<file path="src/sv/mrl_pkg.sv">
// Shared types, constants and helpers for the motor R/L identifier.
`timescale 1ns / 1ps
package mrl_pkg;

    // Field and storage widths
    localparam int VOLT_W     = 24;
    localparam int CUR_W      = 16;
    localparam int WAIT_W     = 17;
    localparam int SUM_W      = 34;
    localparam int LSUM_W     = 40;
    localparam int STAGE_W    = 4;
    localparam int REP_W      = 8;
    localparam int DIV_NUM_W  = 54;
    localparam int DIV_DEN_W  = 17;
    localparam int DIV_CNT_W  = 6;
    localparam int CFG_AW     = 5;
    localparam int CFG_DW     = 32;
    localparam int IN_DATA_W  = 40;
    localparam int OUT_DATA_W = 80;

    // Reciprocal of 1000 at scale 2^64, rounded up; exact for dividends below 2^54
    localparam int RCP_W      = 55;
    localparam int RCP_ACC_W  = 109;
    localparam int RCP_SHIFT  = 64;

    localparam logic [WAIT_W-1:0] WAIT_MAX = '1;
    localparam logic [REP_W-1:0]  REP_MAX  = '1;
    localparam logic [LSUM_W-1:0] LSUM_MAX = '1;
    localparam logic [VOLT_W-1:0] VOLT_MAX = '1;
    localparam logic [RCP_W-1:0]  NS_RECIP = 55'd18446744073709552;
    localparam logic [8:0] IND_SCALE = 9'd334;

    // Measurement stages
    localparam logic [STAGE_W-1:0] STG_CLEAR      = 4'd0;
    localparam logic [STAGE_W-1:0] STG_RAMP_LOW   = 4'd1;
    localparam logic [STAGE_W-1:0] STG_AVG_LOW    = 4'd2;
    localparam logic [STAGE_W-1:0] STG_RAMP_FULL  = 4'd3;
    localparam logic [STAGE_W-1:0] STG_AVG_FULL   = 4'd4;
    localparam logic [STAGE_W-1:0] STG_RESIST     = 4'd5;
    localparam logic [STAGE_W-1:0] STG_WAIT_ZERO  = 4'd6;
    localparam logic [STAGE_W-1:0] STG_STEP_RESP  = 4'd7;
    localparam logic [STAGE_W-1:0] STG_IND_RESULT = 4'd8;

    // Register indexes
    localparam logic [2:0] REG_CURRENT_LIMIT = 3'd0;
    localparam logic [2:0] REG_VOLTAGE_STEP  = 3'd1;
    localparam logic [2:0] REG_SETTLE_TICKS  = 3'd2;
    localparam logic [2:0] REG_AVERAGE_COUNT = 3'd3;
    localparam logic [2:0] REG_TICK_NS       = 3'd4;
    localparam logic [2:0] REG_ZERO_BAND     = 3'd5;

    typedef struct packed {
        logic [14:0] current_limit;
        logic [7:0]  voltage_step;
        logic [15:0] settle_ticks;
        logic [7:0]  average_count;
        logic [19:0] tick_nanoseconds;
        logic [11:0] zero_band;
    } t_cfg;

    typedef enum logic [4:0] {
        CMD_NONE, CMD_LATCH, CMD_INIT, CMD_RAMP_MUL, CMD_RAMP_EVAL,
        CMD_SETTLE_UPD, CMD_AVG_START, CMD_AVG_STORE, CMD_RES_START, CMD_RES_STORE,
        CMD_ZERO, CMD_STEP_UPD, CMD_IND_MUL1, CMD_IND_MUL2, CMD_IND_MUL3,
        CMD_IND_MUL4, CMD_IND_MUL5, CMD_IND_DIV, CMD_IND_ACC, CMD_L_START,
        CMD_L_STORE, CMD_OUT_LOAD
    } t_cmd;

    typedef struct packed {
        logic [STAGE_W-1:0] stage;
        logic ramp_pass;
        logic settle_close;
        logic in_band;
        logic step_hit;
        logic rep_reach;
        logic div_done;
    } t_sts;

    typedef enum logic [4:0] {
        ST_IDLE, ST_DISPATCH, ST_INIT, ST_RAMP_MUL, ST_RAMP_EVAL,
        ST_SETTLE_UPD, ST_SETTLE_CHK, ST_AVG_START, ST_AVG_WAIT, ST_AVG_STORE,
        ST_RES_START, ST_RES_WAIT, ST_RES_STORE, ST_ZERO, ST_STEP_UPD,
        ST_STEP_CHK, ST_IND_MUL1, ST_IND_MUL2, ST_IND_MUL3, ST_IND_MUL4,
        ST_IND_MUL5, ST_IND_DIV, ST_IND_WAIT, ST_IND_ACC, ST_L_START,
        ST_L_WAIT, ST_L_STORE, ST_FINISH
    } t_ctl_state;

    // A zero average count acts as one
    function automatic logic [7:0] avg_n(input logic [7:0] cnt);
        avg_n = (cnt == 8'd0) ? 8'd1 : cnt;
    endfunction

endpackage

</file>
<file path="src/sv/mrl_cfg.sv">
// APB register file for the identifier settings.
`timescale 1ns / 1ps
module mrl_cfg import mrl_pkg::*; (
    input  logic              i_clk,
    input  logic              i_rst_n,
    input  logic              psel,
    input  logic              penable,
    input  logic              pwrite,
    input  logic [CFG_AW-1:0] paddr,
    input  logic [CFG_DW-1:0] pwdata,
    output logic [CFG_DW-1:0] prdata,
    output logic              pready,
    output t_cfg              o_cfg
);

    t_cfg       r_cfg;
    logic       w_wr;
    logic [2:0] w_idx;

    assign pready = 1'b1;
    assign w_wr   = psel && penable && pwrite;
    assign w_idx  = paddr[CFG_AW-1:2];

    // Write on the access cycle
    always_ff @(posedge i_clk) begin
        if (!i_rst_n) begin
            r_cfg.current_limit    <= 15'd2458;
            r_cfg.voltage_step     <= 8'd7;
            r_cfg.settle_ticks     <= 16'd4000;
            r_cfg.average_count    <= 8'd100;
            r_cfg.tick_nanoseconds <= 20'd50000;
            r_cfg.zero_band        <= 12'd205;
        end else if (w_wr) begin
            case (w_idx)
                REG_CURRENT_LIMIT: r_cfg.current_limit    <= pwdata[14:0];
                REG_VOLTAGE_STEP:  r_cfg.voltage_step     <= pwdata[7:0];
                REG_SETTLE_TICKS:  r_cfg.settle_ticks     <= pwdata[15:0];
                REG_AVERAGE_COUNT: r_cfg.average_count    <= pwdata[7:0];
                REG_TICK_NS:       r_cfg.tick_nanoseconds <= pwdata[19:0];
                REG_ZERO_BAND:     r_cfg.zero_band        <= pwdata[11:0];
                default: begin
                end
            endcase
        end
    end

    // Read back
    always_comb begin
        case (w_idx)
            REG_CURRENT_LIMIT: prdata = {17'd0, r_cfg.current_limit};
            REG_VOLTAGE_STEP:  prdata = {24'd0, r_cfg.voltage_step};
            REG_SETTLE_TICKS:  prdata = {16'd0, r_cfg.settle_ticks};
            REG_AVERAGE_COUNT: prdata = {24'd0, r_cfg.average_count};
            REG_TICK_NS:       prdata = {12'd0, r_cfg.tick_nanoseconds};
            REG_ZERO_BAND:     prdata = {20'd0, r_cfg.zero_band};
            default:           prdata = '0;
        endcase
    end

    assign o_cfg = r_cfg;

endmodule

</file>
<file path="config.mk">
export PLATFORM = sky130hd
export DESIGN_NAME = mrl_cfg
export DESIGN_NICKNAME = d
export VERILOG_FILES = /design/src/sv/mrl_pkg.sv /design/src/sv/mrl_cfg.sv
export SDC_FILE = /design/constraint.sdc
export NUM_CORES = 1
export LEC_CHECK = 0
export ABC_CLOCK_PERIOD_IN_PS = 4420
export BUFFER_PORTS_ARGS = -buffer_cell sky130_fd_sc_hd__buf_4
export CORE_UTILIZATION = 50
export CTS_CLUSTER_SIZE = 12
export DETAILED_ROUTE_END_ITERATION = 8
export HOLD_SLACK_MARGIN = 0.12
export PLACE_DENSITY = 0.94
export SLEW_MARGIN = 20
export SYNTH_ARGS = -nofsm -noshare
export SYNTH_HDL_FRONTEND = slang
export SYNTH_SLANG_ARGS = --single-unit
</file>
<file path="constraint.sdc">
create_clock -name i_clk -period 4.42 [get_ports i_clk]
set_clock_uncertainty 0.2 [all_clocks]
set_input_delay 0.884 -clock i_clk [delete_from_list [all_inputs] [get_ports i_clk]]
set_output_delay 0.884 -clock i_clk [all_outputs]
set_load 0.02 [all_outputs]
</file>
# [Yosys cells after proc, flatten, opt, wreduce, memory -nomap -nowiden]
# Cells that the tools add are included.
[totals] word_cells=21 output_inout_bits=112 in_bits=42 register_bits=79
[classes] muxes=1 n_eq_ne=5 n_reduce_logical=9
[op_table] op="20-bit one-hot mux with 6 select lines" n=1
[op_table] op="2-bit AND reduction" n=6
[op_table] op="3-bit by 2-bit == test with 1-bit output, second input constant" n=2
[op_table] op="3-bit == test, second input constant" n=2
[op_table] op="3-bit by 1-bit == test with 1-bit output, second input constant" n=1
[op_table] op="3-bit logical NOT" n=1
[op_table] op="1-bit logical AND" n=2

# [Logic depth before layout (Yosys ltp)]
[logic_depth] word_depth=3 ltp_mapped=6 ltp_nobuf=3

# [Worst setup path after synthesis]
# Ideal clock, no wire load.
[synth_timing] kind="input-to-output" startpoint="in paddr[2]" endpoint="out prdata[10]" required_ns=3.336 arrival_ns=1.956 setup_slack_ns=1.380 path_buffers=3 cell_stages=5 cell_sequence="buf_4 buf_2 buf_2 mux2i_1 o22ai_1"
[synth_via] elab_chain_cells=2 elab_cells_between_ends=7 classes_between="5 x eq/ne; 1 x mux; 1 x reduce/logical"
[synth_lines] item="start: declaration" line="mrl_cfg.sv:9" text="input logic [CFG_AW-1:0] paddr,"
[synth_lines] item="3-bit == test, or another cell as far along" line="mrl_cfg.sv:49" text="case (w_idx)"
[synth_lines] item="20-bit one-hot mux with 6 select lines (*)" line="mrl_cfg.sv:49"
[synth_lines] item="end: declaration" line="mrl_cfg.sv:11" text="output logic [CFG_DW-1:0] prdata,"
# Every way passes the cells marked *; elsewhere a longest branch is shown, timed or not.

# [Worst setup path after layout]
[layout_timing] startpoint="in paddr[3]" endpoint="out prdata[3]"
# Same word-level chain as after synthesis.

==> summary.md <==
| Metric | Value |
|---|---|
| Worst flop-to-flop path endpoint | `o_cfg[57]$_SDFFE_PN1P_` |
| GRT overflow | `0` |
| Power per cell area | `299 nW/um2` |
| Worst IR Drop VDD | `0.000168 V` |
| Initial core utilization | `52.1%` |
| Post-synthesis cell type count | `34` |
| Resized Gates After CTS | `0` |
| Clock Tree Buf Depth | `2` |
| Max FFs per register | `79` |
| Register area | `1580 um2` |
| First element of the critical path | `paddr[3]` |
| Total Nets Final | `562` |
| #FFs+latches synth | `79` |
| Count of endpoints failing setup in the final report | `0` |
| Outcome | `finished clean` |
| Worst setup slack after layout | `0.959 ns` |
| Worst hold slack after final layout | `0.280 ns` |
| CTS tree | `done` |
| Avg WL per Cell | `17.5 um` |
| Post-layout min period | `3.46 ns` |
| Number of design-rule violations left by the first detailed-router iteration | `226` |
| Syn Area/Cell | `9.19 um2` |
| Type of the tightest min-delay check | `register to register` |
| Number of filler cells placed in the layout | `590` |
| Critical Path Sink | `prdata[3]` |
| Area occupied by multi-input gates | `1960 um2` |
| Startpoint class of the critical path | `primary input` |
| Syn Inst Count | `413` |
| Setup fix buffers added after clock tree synthesis | `0` |
| Slew Viols, Final | `0` |
| Chip Height | `89.2 um` |
| Die W | `89.2 um` |
| Number of buffers created by CTS | `9` |
| Area growth from synthesis to layout | `28.7%` |
| Hold-fix buffers, CTS | `0` |
| Setup slack at placement | `0.937 ns` |
| TNS Setup | `0 ns` |
| Number of maximum-capacitance constraint violations | `0` |
| DR vias/cell | `5.59` |
| Leakage power | `2.29 nW` |
| Overall Global Routing Usage | `27.9%` |
| Post-DP HPWL | `7370 um` |
| Wire length after detailed routing | `10,900 um` |
| Highest fanout seen on the critical path | `24` |
| Post-DP Area | `4680 um2` |
| Crit Path Class | `primary input to output port` |
| Pre-Repair DR Iteration Count | `5` |
| Asr flop ratio synth | `0%` |
| Number of warnings reported in the yosys synthesis log | `0` |
| Floorplan core area | `7290 um2` |
| Clock tree root buffer cell | `clkbuf_8` |
| Final-report hold violation count | `0` |
| Area of the die | `7950 um2` |
| Pin slew with the least headroom to its limit | `1.06 ns` |
| Critical path arrival | `2.38 ns` |
| Number of remaining DRC errors | `0` |
| Sink Count | `79` |
| Synthesized cell area | `3800 um2` |
| Post-route design area | `4890 um2` |
| Setup repair after global routing missed its margin | `false` |
| Number of antenna violations at the first check in global routing | `0` |
| Fraction of final layout cells sized beyond drive strength 1 | `31.2%` |
| Clk_lat worst skew | `0.34 ns` |
| Standard-cell row count | `31` |
| Worst setup slack for register-to-register paths | `3.37 ns` |
| Top-level port count | `154` |
| Pin count of the biggest net entering global routing | `106` |
| Cell count of the worst reg-to-reg path | `3` |
| First-pass GRT wire length | `16,400 um` |
| IO buf count | `126` |
| Highest attainable clock frequency | `0.289 GHz` |
| Proportion of synthesized chip area in sequential cells | `41.6%` |
| Via total after detailed routing | `3,491` |
| Number of levels in the clock H-tree | `3` |
| Number of enable flip-flop cells after synthesis | `0` |
| Period utilisation layout | `78.3%` |
| Remaining antenna violation count after routing | `0` |
| CP required | `3.34 ns` |
| Top flip-flop cell by instance count after synthesis | `dfxtp_1` |
| Slew margin rel. | `29.0%` |
| Crit end category | `output port` |
| Number of global-route vias before repair | `3,211` |
| Final core utilization | `67.0%` |
| Last weighted congestion value of the routability-driven placer | `0.816` |
| Clock input transition at the sequential cells of the worst setup and hold paths | `0.07 ns` |
| # diodes | `0` |
| Origin of the critical flop-to-flop path | `o_cfg[57]$_SDFFE_PN1P_` |
-- per-layer routing --
layer / track usage (%) / part of all wire [%]
met4: 10.2 / 1.7
met1: 35.1 / 43
met3: 6.09 / 7.3
met2: 47.0 / 48
met5: 0 / 0
-- stage by stage --
stage | power, W | cells
final | 0.00146 | 624
after global routing | 0.00151 | 624
after CTS | 0.00147 | 624
after detailed placement | 0.000916 | 608
after global placement | 0.000912 | 608
after floorplan | 0.000858 | 424
-- cell type report --
| type | instances | area share (%) |
|---|---|---|
| clock buffer | 14 | 3.53 |
| clock inverter | 2 | 0.768 |
| inverter | 12 | 0.922 |
| multi-input combinational | 289 | 40.1 |
| sequential | 79 | 32.4 |
| tap | 99 | 2.54 |
| timing repair buffer | 129 | 19.8 |
-- synthesized netlist by cell type, types with 2 or more instances --
cell	instances	area share (%)
a21oi_1	2	0.26
a221oi_1	4	0.92
a22oi_1	8	1.6
a32oi_1	2	0.46
and3_1	4	0.66
buf_2	8	1.1
buf_4	15	3.0
buf_6	2	0.59
clkbuf_1	17	1.7
conb_1	2	0.20
dfxtp_1	79	42
inv_1	12	1.2
mux2_2	15	4.4
mux2i_1	72	19
nand2_1	76	7.5
nand2b_1	3	0.49
nand3_1	13	1.7
nor2_1	9	0.89
nor2b_1	17	2.8
o211ai_1	11	2.2
o21ai_0	20	2.6
o221ai_1	4	0.92
o22ai_1	4	0.66
o311ai_0	4	0.92
-- worst min path at each step --
stage	from	end	slack [ns]	cells past startpoint
2_1_floorplan	o_cfg[28]$_SDFFE_PN0P_	o_cfg[28]$_SDFFE_PN0P_	0.34	2
3_3_place_gp	o_cfg[30]$_SDFFE_PN0P_	o_cfg[30]$_SDFFE_PN0P_	0.25	2
3_5_place_dp	o_cfg[78]$_SDFFE_PN0P_	o_cfg[78]$_SDFFE_PN0P_	0.27	2
4_1_cts	o_cfg[9]$_SDFFE_PN0P_	o_cfg[9]$_SDFFE_PN0P_	0.28	2
5_1_grt	o_cfg[70]$_SDFFE_PN0P_	o_cfg[70]$_SDFFE_PN0P_	0.30	2
6_report	o_cfg[9]$_SDFFE_PN0P_	o_cfg[9]$_SDFFE_PN0P_	0.28	2
-- layout by cell type, fill, tap and decap left out --
cell type	n
a21oi_1	2
a221oi_1	4
a22oi_1	8
a32oi_1	2
and2b_1	1
and3_1	4
and4_1	1
buf_4	129
bufinv_16	1
clkbuf_1	2
clkbuf_8	12
clkinvlp_4	1
conb_1	13
dfxtp_1	79
inv_1	12
mux2_2	15
mux2i_1	72
nand2_1	76
nand2b_1	3
nand3_1	13
nand4_2	1
nand4b_4	1
nor2_1	8
nor2_2	2
nor2b_1	17
nor3_2	1
o211ai_1	11
o21ai_0	20
o221ai_1	4
o22ai_1	4
o311ai_0	4
or2_2	1
or3_1	1
-- power by group --
group / internal, W / leakage [nW] / total (W) / switching, W
sequential: 0.000717 / 0.638 / 0.000723 / 0.00000508
clock: 0.000308 / 0.103 / 0.000561 / 0.000253
combinational: 0.0000672 / 1.55 / 0.000179 / 0.000111
total: 0.00109 / 2.29 / 0.00146 / 0.000369
-- critical path, cell delays in order --
cell	delay, ns
buf_4	0.31
nand2b_1	0.74
o221ai_1	0.23
buf_4	0.20
-- cells by family after synthesis --
family          count (synthesis)  synth area share (%)
simple gates                  130                  16.2
flops                          79                  41.6
compound gates                 59                  10.5
mux                            87                  23.4
buf+inv                        56                  7.97
other cells                     2                 0.198
Power figures use the tool's default switching activity.
