`src/sv/mrl_pkg.sv`:
```
// Shared types, constants and helpers for the motor R/L identifier.
`timescale 1ns / 1ps
package mrl_pkg;

    // Field and storage widths
    localparam int VOLT_W     = 24;
    localparam int CUR_W      = 16;
    localparam int WAIT_W     = 17;
    localparam int SUM_W      = 34;
    localparam int LSUM_W     = 40;
    localparam int STAGE_W    = 4;
    localparam int REP_W      = 8;
    localparam int DIV_NUM_W  = 54;
    localparam int DIV_DEN_W  = 17;
    localparam int DIV_CNT_W  = 6;
    localparam int CFG_AW     = 5;
    localparam int CFG_DW     = 32;
    localparam int IN_DATA_W  = 40;
    localparam int OUT_DATA_W = 80;

    // Reciprocal of 1000 at scale 2^64, rounded up; exact for dividends below 2^54
    localparam int RCP_W      = 55;
    localparam int RCP_ACC_W  = 109;
    localparam int RCP_SHIFT  = 64;

    localparam logic [WAIT_W-1:0] WAIT_MAX = '1;
    localparam logic [REP_W-1:0]  REP_MAX  = '1;
    localparam logic [LSUM_W-1:0] LSUM_MAX = '1;
    localparam logic [VOLT_W-1:0] VOLT_MAX = '1;
    localparam logic [RCP_W-1:0]  NS_RECIP = 55'd18446744073709552;
    localparam logic [8:0] IND_SCALE = 9'd334;

    // Measurement stages
    localparam logic [STAGE_W-1:0] STG_CLEAR      = 4'd0;
    localparam logic [STAGE_W-1:0] STG_RAMP_LOW   = 4'd1;
    localparam logic [STAGE_W-1:0] STG_AVG_LOW    = 4'd2;
    localparam logic [STAGE_W-1:0] STG_RAMP_FULL  = 4'd3;
    localparam logic [STAGE_W-1:0] STG_AVG_FULL   = 4'd4;
    localparam logic [STAGE_W-1:0] STG_RESIST     = 4'd5;
    localparam logic [STAGE_W-1:0] STG_WAIT_ZERO  = 4'd6;
    localparam logic [STAGE_W-1:0] STG_STEP_RESP  = 4'd7;
    localparam logic [STAGE_W-1:0] STG_IND_RESULT = 4'd8;

    // Register indexes
    localparam logic [2:0] REG_CURRENT_LIMIT = 3'd0;
    localparam logic [2:0] REG_VOLTAGE_STEP  = 3'd1;
    localparam logic [2:0] REG_SETTLE_TICKS  = 3'd2;
    localparam logic [2:0] REG_AVERAGE_COUNT = 3'd3;
    localparam logic [2:0] REG_TICK_NS       = 3'd4;
    localparam logic [2:0] REG_ZERO_BAND     = 3'd5;

    typedef struct packed {
        logic [14:0] current_limit;
        logic [7:0]  voltage_step;
        logic [15:0] settle_ticks;
        logic [7:0]  average_count;
        logic [19:0] tick_nanoseconds;
        logic [11:0] zero_band;
    } t_cfg;

    typedef enum logic [4:0] {
        CMD_NONE, CMD_LATCH, CMD_INIT, CMD_RAMP_MUL, CMD_RAMP_EVAL,
        CMD_SETTLE_UPD, CMD_AVG_START, CMD_AVG_STORE, CMD_RES_START, CMD_RES_STORE,
        CMD_ZERO, CMD_STEP_UPD, CMD_IND_MUL1, CMD_IND_MUL2, CMD_IND_MUL3,
        CMD_IND_MUL4, CMD_IND_MUL5, CMD_IND_DIV, CMD_IND_ACC, CMD_L_START,
        CMD_L_STORE, CMD_OUT_LOAD
    } t_cmd;

    typedef struct packed {
        logic [STAGE_W-1:0] stage;
        logic ramp_pass;
        logic settle_close;
        logic in_band;
        logic step_hit;
        logic rep_reach;
        logic div_done;
    } t_sts;

    typedef enum logic [4:0] {
        ST_IDLE, ST_DISPATCH, ST_INIT, ST_RAMP_MUL, ST_RAMP_EVAL,
        ST_SETTLE_UPD, ST_SETTLE_CHK, ST_AVG_START, ST_AVG_WAIT, ST_AVG_STORE,
        ST_RES_START, ST_RES_WAIT, ST_RES_STORE, ST_ZERO, ST_STEP_UPD,
        ST_STEP_CHK, ST_IND_MUL1, ST_IND_MUL2, ST_IND_MUL3, ST_IND_MUL4,
        ST_IND_MUL5, ST_IND_DIV, ST_IND_WAIT, ST_IND_ACC, ST_L_START,
        ST_L_WAIT, ST_L_STORE, ST_FINISH
    } t_ctl_state;

    // A zero average count acts as one
    function automatic logic [7:0] avg_n(input logic [7:0] cnt);
        avg_n = (cnt == 8'd0) ? 8'd1 : cnt;
    endfunction

endpackage

```
`src/sv/mrl_ctrl.sv`:
```
// Sequencer that walks one tick through the measurement stages.
`timescale 1ns / 1ps
module mrl_ctrl import mrl_pkg::*; (
    input  logic i_clk,
    input  logic i_rst_n,
    input  logic i_in_valid,
    input  logic i_out_ready,
    input  t_sts i_sts,
    output logic o_in_ready,
    output logic o_out_valid,
    output t_cmd o_cmd
);

    t_ctl_state r_state, n_state;
    logic       r_ovalid, n_ovalid;

    // State and output-valid registers
    always_ff @(posedge i_clk) begin
        if (!i_rst_n) begin
            r_state  <= ST_IDLE;
            r_ovalid <= 1'b0;
        end else begin
            r_state  <= n_state;
            r_ovalid <= n_ovalid;
        end
    end

    // Next state
    always_comb begin
        n_state = r_state;
        case (r_state)
            ST_IDLE:       if (i_in_valid) n_state = ST_DISPATCH;
            ST_DISPATCH: begin
                case (i_sts.stage)
                    STG_RAMP_LOW, STG_RAMP_FULL: n_state = ST_RAMP_MUL;
                    STG_AVG_LOW, STG_AVG_FULL:   n_state = ST_SETTLE_UPD;
                    STG_RESIST:                  n_state = ST_RES_START;
                    STG_WAIT_ZERO:               n_state = ST_ZERO;
                    STG_STEP_RESP:               n_state = ST_STEP_UPD;
                    STG_IND_RESULT:              n_state = ST_L_START;
                    default:                     n_state = ST_INIT;
                endcase
            end
            ST_INIT:       n_state = ST_RAMP_MUL;
            ST_RAMP_MUL:   n_state = ST_RAMP_EVAL;
            ST_RAMP_EVAL:  n_state = i_sts.ramp_pass ? ST_DISPATCH : ST_FINISH;
            ST_SETTLE_UPD: n_state = ST_SETTLE_CHK;
            ST_SETTLE_CHK: n_state = i_sts.settle_close ? ST_AVG_START : ST_FINISH;
            ST_AVG_START:  n_state = ST_AVG_WAIT;
            ST_AVG_WAIT:   if (i_sts.div_done) n_state = ST_AVG_STORE;
            ST_AVG_STORE:  n_state = ST_DISPATCH;
            ST_RES_START:  n_state = ST_RES_WAIT;
            ST_RES_WAIT:   if (i_sts.div_done) n_state = ST_RES_STORE;
            ST_RES_STORE:  n_state = ST_FINISH;
            ST_ZERO:       n_state = i_sts.in_band ? ST_STEP_UPD : ST_FINISH;
            ST_STEP_UPD:   n_state = ST_STEP_CHK;
            ST_STEP_CHK:   n_state = i_sts.step_hit ? ST_IND_MUL1 : ST_FINISH;
            ST_IND_MUL1:   n_state = ST_IND_MUL2;
            ST_IND_MUL2:   n_state = ST_IND_MUL3;
            ST_IND_MUL3:   n_state = ST_IND_MUL4;
            ST_IND_MUL4:   n_state = ST_IND_MUL5;
            ST_IND_MUL5:   n_state = ST_IND_DIV;
            ST_IND_DIV:    n_state = ST_IND_WAIT;
            ST_IND_WAIT:   if (i_sts.div_done) n_state = ST_IND_ACC;
            ST_IND_ACC:    n_state = i_sts.rep_reach ? ST_L_START : ST_FINISH;
            ST_L_START:    n_state = ST_L_WAIT;
            ST_L_WAIT:     if (i_sts.div_done) n_state = ST_L_STORE;
            ST_L_STORE:    n_state = ST_FINISH;
            ST_FINISH:     if (!r_ovalid || i_out_ready) n_state = ST_IDLE;
            default:       n_state = ST_IDLE;
        endcase
    end

    // Outputs: command to the datapath and handshakes
    always_comb begin
        o_cmd      = CMD_NONE;
        o_in_ready = 1'b0;
        n_ovalid   = (r_ovalid && i_out_ready) ? 1'b0 : r_ovalid;
        case (r_state)
            ST_IDLE: begin
                o_in_ready = 1'b1;
                if (i_in_valid) o_cmd = CMD_LATCH;
            end
            ST_INIT:       o_cmd = CMD_INIT;
            ST_RAMP_MUL:   o_cmd = CMD_RAMP_MUL;
            ST_RAMP_EVAL:  o_cmd = CMD_RAMP_EVAL;
            ST_SETTLE_UPD: o_cmd = CMD_SETTLE_UPD;
            ST_AVG_START:  o_cmd = CMD_AVG_START;
            ST_AVG_STORE:  o_cmd = CMD_AVG_STORE;
            ST_RES_START:  o_cmd = CMD_RES_START;
            ST_RES_STORE:  o_cmd = CMD_RES_STORE;
            ST_ZERO:       o_cmd = CMD_ZERO;
            ST_STEP_UPD:   o_cmd = CMD_STEP_UPD;
            ST_IND_MUL1:   o_cmd = CMD_IND_MUL1;
            ST_IND_MUL2:   o_cmd = CMD_IND_MUL2;
            ST_IND_MUL3:   o_cmd = CMD_IND_MUL3;
            ST_IND_MUL4:   o_cmd = CMD_IND_MUL4;
            ST_IND_MUL5:   o_cmd = CMD_IND_MUL5;
            ST_IND_DIV:    o_cmd = CMD_IND_DIV;
            ST_IND_ACC:    o_cmd = CMD_IND_ACC;
            ST_L_START:    o_cmd = CMD_L_START;
            ST_L_STORE:    o_cmd = CMD_L_STORE;
            ST_FINISH: begin
                if (!r_ovalid || i_out_ready) begin
                    o_cmd    = CMD_OUT_LOAD;
                    n_ovalid = 1'b1;
                end
            end
            default: begin
            end
        endcase
    end

    assign o_out_valid = r_ovalid;

endmodule

```
`config.mk`:
```
export PLATFORM = sky130hd
export DESIGN_NAME = mrl_ctrl
export DESIGN_NICKNAME = d
export VERILOG_FILES = /design/src/sv/mrl_pkg.sv /design/src/sv/mrl_ctrl.sv
export SDC_FILE = /design/constraint.sdc
export NUM_CORES = 1
export LEC_CHECK = 0
export ABC_AREA = 0
export BUFFER_PORTS_ARGS = -buffer_cell sky130_fd_sc_hd__buf_2
export CORE_UTILIZATION = 55
export DETAILED_ROUTE_END_ITERATION = 6
export MAX_ROUTING_LAYER = met4
export PLACE_DENSITY_LB_ADDON = 0.2
export SLEW_MARGIN = 15
export SYNTH_ARGS = -nofsm -noshare
export SYNTH_HDL_FRONTEND = slang
export SYNTH_SLANG_ARGS = --single-unit
```
`constraint.sdc`:
```
create_clock -name i_clk -period 2.86 [get_ports i_clk]
set_clock_uncertainty 0.15 [all_clocks]
set_input_delay 0.143 -clock i_clk [delete_from_list [all_inputs] [get_ports i_clk]]
set_output_delay 0.143 -clock i_clk [all_outputs]
set_load 0.1 [all_outputs]
```
## After elaboration in Yosys (flattened, before gate mapping)

Memories as Yosys holds them, arrays and structs flattened.
Index checks and enable logic that the tools add are counted.

| storage, ports and cells | value |
|---|---|
| bits of input ports | 14 |
| memories kept | 1 |
| bits in registers | 6 |
| ROM bits | 80 |

| operators by class | value |
|---|---|
| equal/unequal tests | 33 |
| multiplexer cells | 19 |
| reduce and logical (&&, ||, !) cells | 6 |

Memory list:

| memory | words | bits a word | rd ports | clocked after memory_dff | wr ports | RTL line | RTL |
|---|---|---|---|---|---|---|---|
| (name not given) | 16 | 5 | 1 | 0 | 0 | mrl_ctrl.sv:34 | `case (i_sts.stage)` |

Operators with widths:

| kind | count |
|---|---|
| $pmux W5 S27 | 1 |
| $pmux W5 S21 | 1 |
| $eq A5 B5 Y1 const B | 12 |
| $mux W5 | 10 |
| $eq A5 B4 Y1 const B | 8 |
| $eq A5 B3 Y1 const B | 4 |
| $ne A2 B2 Y1 const B | 6 |
| $eq A5 B2 Y1 const B | 2 |
| $reduce_and A6 Y1 | 1 |
| $eq A5 B1 Y1 const B | 1 |
| $logic_not A5 Y1 | 1 |
| $mux W1 | 5 |
| $mux W4 | 1 |
| $mux W2 | 1 |
| $reduce_or A2 Y1 | 1 |
| $logic_and A1 B1 Y1 | 1 |
| $logic_not A1 Y1 | 1 |
| $logic_or A1 B1 Y1 | 1 |

## Longest topological paths before layout

Gate-level depths: netlist of run 1.

| logic depth | value |
|---|---|
| depth in word-level cells | 4 |
| mapped depth | 8 |
| gate-level depth less buffers | 5 |

## Worst setup path after synthesis of run 1

OpenSTA, ideal clock, no wires.

| timing path | value |
|---|---|
| path type | register -> output |
| from | register r_state[4] |
| to | output port o_cmd[0] |
| path slack | -0.141 ns |
| arrival | 2.708 ns |
| stages on the path, launching flop included | 7 |
| path through | dfxtp_1 > buf_6 > clkbuf_1 > buf_2 > nor3b_1 > a21oi_1 > o221ai_1 |

| on the way | value |
|---|---|
| cells in the longest elaborated chain, start to end | 2 |
| elaborated cells between the ends (all ways) | 22 |
| classes of those cells | eq/ne: 20; mux: 1; reduce/logical: 1 |

RTL lines:

| element | RTL line | RTL |
|---|---|---|
| start: declaration | mrl_ctrl.sv:14 | `t_ctl_state r_state, n_state;` |
| start signal: assignment | mrl_ctrl.sv:23 | `r_state <= n_state;` |
| $eq A5 B5 Y1, or another cell as far along | mrl_ctrl.sv:79 | `case (r_state)` |
| $pmux W5 S21 * | mrl_ctrl.sv:79 |  |
| end: declaration | mrl_ctrl.sv:11 | `output t_cmd o_cmd` |

Every way passes the cells marked *; elsewhere a longest branch is shown, timed or not.

## Worst setup path in the final report of run 1

| timing path | value |
|---|---|
| from | register r_state[2] |
| to | output port o_cmd[2] |

The elaborated chain is that of the path after synthesis.

==> results of run 1 <==
[power breakdown]
part	internal [mW]	switching, mW
sequential	0.107	0.104
combinational	0.304	0.664
clock	0.0473	0.0278
[metrics by stage]
| stage | util | power [mW] | setup WS, ns | hold WS, ns |
|---|---|---|---|---|
| after floorplan | - | 1.03 | 0.0105 | 0.115 |
| after global placement | 0.664 | 1.15 | 0.609 | 0.286 |
| after detailed placement | 0.664 | 1.16 | 0.555 | 0.289 |
| after CTS | 0.679 | 1.24 | 0.290 | 0.0259 |
| after global routing | 0.679 | 1.34 | 0.0745 | 0.0445 |
| final | 0.679 | 1.25 | 0.233 | 0.0387 |
[metal layers]
metal	up-vias	GRT usage
li1	568	-
met1	538	0.414
met2	85	0.469
met3	0	0.0708
met4	0	0.0303
met5	-	-
[synthesized netlist by cell type (3+ instances only)]
cell type	n
sky130_fd_sc_hd__a21oi_1	12
sky130_fd_sc_hd__nand2_1	8
sky130_fd_sc_hd__o22ai_1	3
sky130_fd_sc_hd__nor2_1	13
sky130_fd_sc_hd__o21ai_0	8
sky130_fd_sc_hd__nor2b_1	6
sky130_fd_sc_hd__buf_1	3
sky130_fd_sc_hd__nand2b_1	8
sky130_fd_sc_hd__inv_1	4
sky130_fd_sc_hd__nand3_1	4
sky130_fd_sc_hd__a31oi_1	5
sky130_fd_sc_hd__o21a_1	3
sky130_fd_sc_hd__nor3_1	6
sky130_fd_sc_hd__buf_2	7
sky130_fd_sc_hd__dfxtp_1	6
[state kept, by name, summed over array words and instances (netlist names)]
signal / flops
r_state: 5
o_out_valid: 1
[critical path, cell delays in order (launching register included)]
cell and delay, ns:
sky130_fd_sc_hd__dfxtp_1 0.77, sky130_fd_sc_hd__clkinv_1 0.43, sky130_fd_sc_hd__nor3_1 0.26, sky130_fd_sc_hd__nor2_1 0.06, sky130_fd_sc_hd__o22ai_1 0.12, sky130_fd_sc_hd__buf_2 0.45
[logic make-up (layout without fill, tap and decap cells)]
logic type               after synthesis  in the layout
buffers and inverters                 19             32
adder cells (fa/ha/maj)                1              1
flip-flops                             6              6
AO/OA/AOI/OAI                         57             57
XOR/XNOR                               2              2
multiplexers                           1              1
AND/OR/NAND/NOR                       57             57
[worst max-delay path by stage]
| stage | from | to |
|---|---|---|
| 2_1_floorplan | o_out_valid | o_cmd[2] |
| 3_3_place_gp | r_state[2] | o_cmd[2] |
| 3_5_place_dp | r_state[2] | o_cmd[2] |
| 4_1_cts | r_state[2] | o_cmd[2] |
| 5_1_grt | r_state[2] | o_cmd[2] |
| 6_report | r_state[2] | o_cmd[2] |
[area by class of cell]
class	instances	area share
clock buffer	3	0.0211
inverter	5	0.0175
multi-input combinational	118	0.709
sequential	6	0.112
tap	16	0.0187
timing repair buffer	24	0.122
==> flow_results.org, run 1 <==
** Logic synthesis
- YS warnings :: 0
- Fraction of synthesized cell area in xor and xnor cells :: 0.0182
- Number of synthesized flops with an enable pin :: 0
- The compound-gate portion of the synthesized area came to 0.423.
- After synthesis the cells add up to 963 um^2.
- Post-Synth Simple-Gate Area :: 0.317
- Async set-reset flop share out of synthesis :: 0
- Register area share after synthesis :: 0.125
- Synthesis produced a netlist with a net count of 157.
- Of the post-synthesis cell area, the part taken by muxes is 0.0117.
- Synthesis produced a netlist whose cell count is 143.
- Of the post-synthesis cell area, the dominant cell type holds 0.125.
- After synthesis the netlist holds a flip-flop and latch count of 6.
- Yosys top cell by area :: sky130_fd_sc_hd__dfxtp_1
- Largest family of logic cells by synthesized area :: compound AO/OA/AOI/OAI gates
- In the post-synthesis netlist, the biggest area contributors are sky130_fd_sc_hd__dfxtp_1 (12%), sky130_fd_sc_hd__a21oi_1 (6.2%), sky130_fd_sc_hd__nand2b_1 (5.2%).
- Averaged over all synthesized cells, the footprint is 6.74 um^2.
- Of the total synthesized cell area, the portion taken by full adders, half adders and majority gates is 0.0104.
- Number of distinct library cells after synthesis :: 56
- For this run, the leading register cell type out of synthesis is sky130_fd_sc_hd__dfxtp_1.

** Layout
- Share of final-layout standard cells stronger than drive strength 1 :: 0.212
- Excluding fillers, the count of instances in the completed layout stands at 172.
- The number of antenna diodes in the final layout is 0.
- Leaving out fill and tap cells, the most frequent cells in the layout are sky130_fd_sc_hd__buf_2 (20), sky130_fd_sc_hd__nor2_1 (13), sky130_fd_sc_hd__a21oi_1 (12).
- Layout fillers :: 141
- In the final design database the tool counted 172 nets.
- Summing all flip-flop and latch instances after layout gives 120 um^2.
- Final instance area :: 0.00107 mm^2
- Compared with the post-synthesis result, the final layout area differs by 11.0%.
- Most common library cell in the layout ignoring fill and taps :: sky130_fd_sc_hd__buf_2
- Summing all multi-input logic gate instances after layout gives 758 um^2.

** Detailed routing
- For this block, the via count after detailed routing is 1191.
- Routed length on met2 :: 1220 um
- Per-cell routed wire length :: 15.1 um
- Dividing the detail-routed via count by the number of cells gives 6.92.
- WL met3 :: 264 um
- For this run, design rule violations remaining after detail routing come to 0.
- Number of search-and-repair iterations in the first detailed-routing pass :: 6
- Met1 routed wirelength after detailed routing :: 1110 um
- Detailed router's first-iteration violation count :: 97
- The detailed router used layers up to and including met3.
- After detailed routing, the total wire length is 2590 um.
- In this run the remaining antenna-violating nets after routing total 0.

** Global route
- Global routing finished with a remaining overflow of 0.
- The number of global-route vias before repair came to 985.
- Pin count of the biggest net entering global routing :: 22
- Global-route wire length before repair :: 4340 um
- Global-route usage over all layers :: 0.302
- Initial antenna violation count :: 0

** Clock network
- Clock latency on the worst-skew pair, taken at its later pin, is 0.24 ns.
- Htree depth :: 1
- After clock tree synthesis, the clock-pin slew on the worst setup and hold paths is 0.05 ns.
- Count of instances resized after the clock tree is built :: 0
- The clock net in this run drives a total of 6 sinks.
- TritonCTS Buffers :: 3
- TritonCTS built the clock tree.
- For this design, the CTS-stage hold fixing added 0 buffers.
- Counting along the longest clock path gives a buffer depth of 2.
- Buffers added to address setup during post-CTS repair amount to 0.
- Clock Tree Root :: sky130_fd_sc_hd__clkbuf_4

** Worst setup path
- The setup path with the least slack is of type flop to primary output.
- STA classifies the critical path startpoint as a flop.
- Critical Path RT :: 2.57 ns
- Setup slack on the worst flop-to-flop path :: 0.64 ns
- Origin of the critical flop-to-flop path :: r_state[2]
- At the worst endpoint, the arrival time is 2.33 ns.
- Worst-path fanout max :: 21
- The worst register-to-register path ends at r_state[0].
- The worst register-to-register path has a depth of 5.
- Kind of end point of the critical path :: primary output

** Placed design
- Port buffering added 20 buffers.
- Instance count after placement with tap cells included :: 169
- Final RePlAce weighted congestion :: 0.952
- The wire-length estimate of the detail-placed layout is 1890 um.
- In this run the cell area measured after placement is 0.00105 mm^2.

** Min path
- The path class of the tightest hold or removal check is input port to flop.
- The startpoint identified for the worst hold timing path is i_rst_n.
- Depth of the worst hold-timing path :: 2
- Worst min-delay path endpoint :: r_state[4]

** Floorplanning
- For this configuration, the core starts out at a cell density of 0.611.
- Overall die height :: 43.9 um
- Horizontal extent of the die :: 43.9 um
- In this run the count of I/O pins placed on the die edge is 21.
- The core region is 0.00158 mm^2.
- Row generation in the floorplan step produced 14 rows.
- Die footprint :: 0.00192 mm^2

** Timing
- At the pin with the least slew margin, the transition time is 0.714 ns.
- Final number of hold-violating endpoints :: 0
- Final count of pins violating max slew :: 0
- Setup repair after global routing left no endpoint under its margin.
- Setup total negative slack :: 0 ns
- Max Clock Freq :: 381 MHz
- After layout, the minimum clock period comes to 2.63 ns.
- Headroom to the max-slew limit came out at 0.523.
- Setup violations remaining at the end of the flow were counted as 0.
- In the finished design, the share of the clock period the worst path needs comes to 0.919.

** Power
- Power Density :: 1170 mW/mm^2
- Summed over all cells, the static leakage comes to 0.423 nW.
- Maximum vdd ir drop :: 0.766 mV

** Outcome
- The flow ran to the end, and the final reports show no timing, DRC or antenna violations.

** Flow run
- Max-cap violations in this run came to 0.
No activity file was read; power rests on OpenSTA's default activity.
==> run 2, diff against run 1 <==
--- a/config.mk
+++ b/config.mk
@@ -7,7 +7,7 @@
 export LEC_CHECK = 0
 export ABC_AREA = 0
 export BUFFER_PORTS_ARGS = -buffer_cell sky130_fd_sc_hd__buf_2
-export CORE_UTILIZATION = 55
+export CORE_UTILIZATION = 48
 export DETAILED_ROUTE_END_ITERATION = 6
 export MAX_ROUTING_LAYER = met4
 export PLACE_DENSITY_LB_ADDON = 0.2
==> constraint.sdc (replaced) <==
create_clock -name i_clk -period 2.2 [get_ports i_clk]
set_clock_uncertainty 0.15 [all_clocks]
set_input_delay 0.11 -clock i_clk [delete_from_list [all_inputs] [get_ports i_clk]]
set_output_delay 0.11 -clock i_clk [all_outputs]
set_load 0.1 [all_outputs]
==> run 2 against run 1 <==
  * Power rose by 57%
  * First-iteration DRC count shrank 14%
  * Sequential share of layout area down 1.4 points
  * Final area increased by 17%
  * Combinational power up 68%
  * Critical endpoint unchanged
  * Global-route usage up 0.44 points
  * Non-clock buffer count increased by 9
  * Clock power is 26% higher
  * Register-to-register slack got worse by 0.40 ns
  * Count of clock-buffer cells in the layout unchanged
  * Largest cell class unchanged
  * Worst setup slack lost 0.082 ns
==> flow_results.org, run 2 (synthesized netlist as in run 1, its figures left out) <==
** Outcome
- Status: complete, no violations (unchanged).

** Timing
- RSZ-0062 raised after global routing: false (unchanged).
- The total count of hold-check failures in the final report is 0 (unchanged).
- Final count of pins violating max slew :: 0 (unchanged)
- The number of setup violations in the final report came to 0 (unchanged).
- Pin slew with the least headroom to its limit :: 0.491 ns (was 0.714 ns)
- Of the available clock period, the critical path in the final layout requires 0.932.
- Counting I/O delays and the setup requirement, the final critical path takes 2.05 ns.
- Timing would allow up to 488 MHz.
- Relative slew margins :: 0.675 (was 0.523)

** Worst setup path
- Worst-path cell chain: clkinv_1 > nor3_1 > nor2_1 > o22ai_2 > buf_12 (was clkinv_1 > nor3_1 > nor2_1 > o22ai_1 > buf_2).
- Kind of end point of the critical path :: primary output (unchanged)
- The element type at the critical path start was a flop (unchanged).
- The largest stage delay on the critical path was 0.53 ns (was 0.77 ns).
- The data arrival time of the critical path is 1.79 ns (was 2.33 ns).
- Kind of critical path :: flop to primary output (unchanged)
- Buffer and inverter count on the worst path :: 2 (unchanged)
- The startpoint of the most critical setup path was r_state[2] (unchanged).
- The required time of the worst setup path is 1.94 ns (was 2.57 ns).
- CP delay by family, top :: buffers and inverters (unchanged)
- Cell with the largest stage delay on the worst path :: sky130_fd_sc_hd__dfxtp_1 (unchanged)
- The startpoint of the worst register-to-register path is r_state[2] (unchanged).
- Worst-path fanout max :: 10 (was 21)

** Layout
- Max reg flops :: 5 (unchanged)
- The number of fillers in the final layout is 165 (was 141).
- Share of final-layout standard cells stronger than drive strength 1 :: 0.285 (was 0.212)
- Final cell utilization of the core :: 0.697 (was 0.679)
- Number of cells in the finished layout apart from fillers :: 190 (was 172)
- Antenna diodes :: 0 (unchanged)
- The area growth from synthesis to layout came to 30.4% (was 11.0%).
- Most used cells in the layout excluding fill and tap cells :: sky130_fd_sc_hd__buf_2 (14), sky130_fd_sc_hd__a21oi_1 (12), sky130_fd_sc_hd__nor2_1 (12), sky130_fd_sc_hd__buf_4 (12) (was sky130_fd_sc_hd__buf_2 (20), sky130_fd_sc_hd__nor2_1 (13), sky130_fd_sc_hd__a21oi_1 (12))
- Register area :: 124 um^2 (was 120 um^2)
- The most frequent standard cell in the layout excluding fill and tap cells is sky130_fd_sc_hd__buf_2 (unchanged).
- Combined area of the multi-input logic cells :: 769 um^2 (was 758 um^2)
- Number of nets in the layout :: 181 (was 172)
- Register with the most flip-flops :: r_state (unchanged)

** Global route
- Initial antenna violation count :: 0 (unchanged)
- The aggregate global-route resource usage was 0.306 (was 0.302).
- The sum of overflow across all layers after global routing is 0 (unchanged).
- The wire length of the first global-routing pass was 4660 um (was 4340 um).
- The number of global-route vias before repair came to 1072 (was 985).
- Pin count of the biggest net entering global routing :: 16 (was 22)

** Clock network
- CTS tree :: built (unchanged)
- Htree depth :: 1 (unchanged)
- The root buffer cell was sky130_fd_sc_hd__clkbuf_4 (unchanged).
- Worst skew pair latency :: 0.24 ns (about the same)
- The maximum count of clock buffers along a single path was 2 (unchanged).
- Register clock-pin slew on the reported worst setup and hold paths :: 0.04 ns (was 0.05 ns)
- The total CTS buffers came to 3 (unchanged).
- # clock sinks :: 6 (unchanged)

** Floorplanning
- The effective utilization at floorplan came to 0.535 (was 0.611).
- The boundary pin count was 21 (unchanged).
- Horizontal extent of the die :: 46.8 um (was 43.9 um)
- The die footprint is 0.00219 mm^2 (was 0.00192 mm^2).
- The core box area is 0.00180 mm^2 (was 0.00158 mm^2).
- Overall die height :: 46.8 um (was 43.9 um)
- The number of cell rows was 15 (was 14).

** Placed design
- Instance count after placement with tap cells included :: 186 (was 169)
- Final RePlAce weighted congestion :: 0.999 (was 0.952)
- The count of buffers inserted at the top-level ports came to 20 (unchanged).
- Post-DP HPWL :: 2190 um (was 1890 um)

** Power
- The total power divided by cell area was 1570 mW/mm^2 (was 1170 mW/mm^2).
- Static Leakage :: 0.494 nW (was 0.423 nW)
- The worst-case vdd ir drop is 1.44 mV (was 0.766 mV).

** Detailed routing
- Number of search-and-repair iterations in the first detailed-routing pass :: 5 (was 6)
- The via density per instance came to 6.41 (was 6.92).
- Per-cell routed wire length :: 14.9 um (was 15.1 um)
- The initial DRC count came to 83 (was 97).
- Total via count after detailed routing :: 1218 (was 1191)
- DRT antenna net count :: 0 (unchanged)
- The sum of routed wire length over all layers came to 2840 um (was 2590 um).
- The DRC violation count after routing was 0 (unchanged).

** Flow run
- Number of maximum-capacitance constraint violations :: 0 (unchanged)

** Min path
- Classification of the worst-slack hold path :: input port to flop (unchanged)
- Beginning of the worst hold path :: i_sts[0] (was i_rst_n)
run 2: repair_timing:
| item | in CTS | in global routing |
|---|---|---|
| endpoints found under the hold margin | 1 | 0 |
| endpoints found under the setup margin | 0 | 3 |
| hold buffers | 1 | 0 |
| gates resized for setup | 0 | 4 |
| setup buffers | 0 | 0 |
run 2: power breakdown:
part / leakage [nW] / internal (mW) / switching, mW
Sequential: 0.0500 / 0.145 / 0.0982
Clock: 0.0138 / 0.0612 / 0.0331
Combinational: 0.430 / 0.651 / 0.979
run 2: worst reg2reg max path, delay by kind of cell, from the launching register on:
kind / cells / cell delay, ns
AO/OA/AOI/OAI: 4 / 0.70
flip-flops: 1 / 0.41
AND/OR/NAND/NOR: 1 / 0.59
run 2: stage by stage:
stage	instance area [um^2]	setup TNS, ns	total power, mW	hold WS [ns]	setup WS [ns]
6_report	1260	0	1.97	0.0531	0.151
5_1_grt	1260	0	2.08	0.0596	0.0165
2_1_floorplan	978	-0.173	1.35	0.0817	-0.143
4_1_cts	1250	0	1.95	0.0446	0.0205
3_5_place_dp	1220	0	1.84	0.248	0.243
3_3_place_gp	1220	0	1.82	0.242	0.227
run 2: area by class of cell:
cell class                 count  share of cell area
timing repair buffer          33               0.231
multi-input combinational    118               0.613
clock buffer                   3              0.0179
inverter                       5              0.0149
sequential                     6              0.0986
tap                           25              0.0249
run 2: metal layers:
layer / vias to the layer above / share of wire / GRT usage
met4: 0 / 0.0053 / 0.0971
met5: - / 0 / -
li1: 582 / - / -
met2: 68 / 0.49 / 0.453
met1: 564 / 0.40 / 0.406
met3: 4 / 0.11 / 0.0808
run 2: path summary, 6_finish.rpt:
check	slack (ns)	to	cells past startpoint
worst max-delay path	0.15	o_cmd[2]	5
worst min-delay path	0.05	r_state[2]	3
worst max register to register	0.24	r_state[4]	5
worst min register to register	0.41	r_state[3]	2
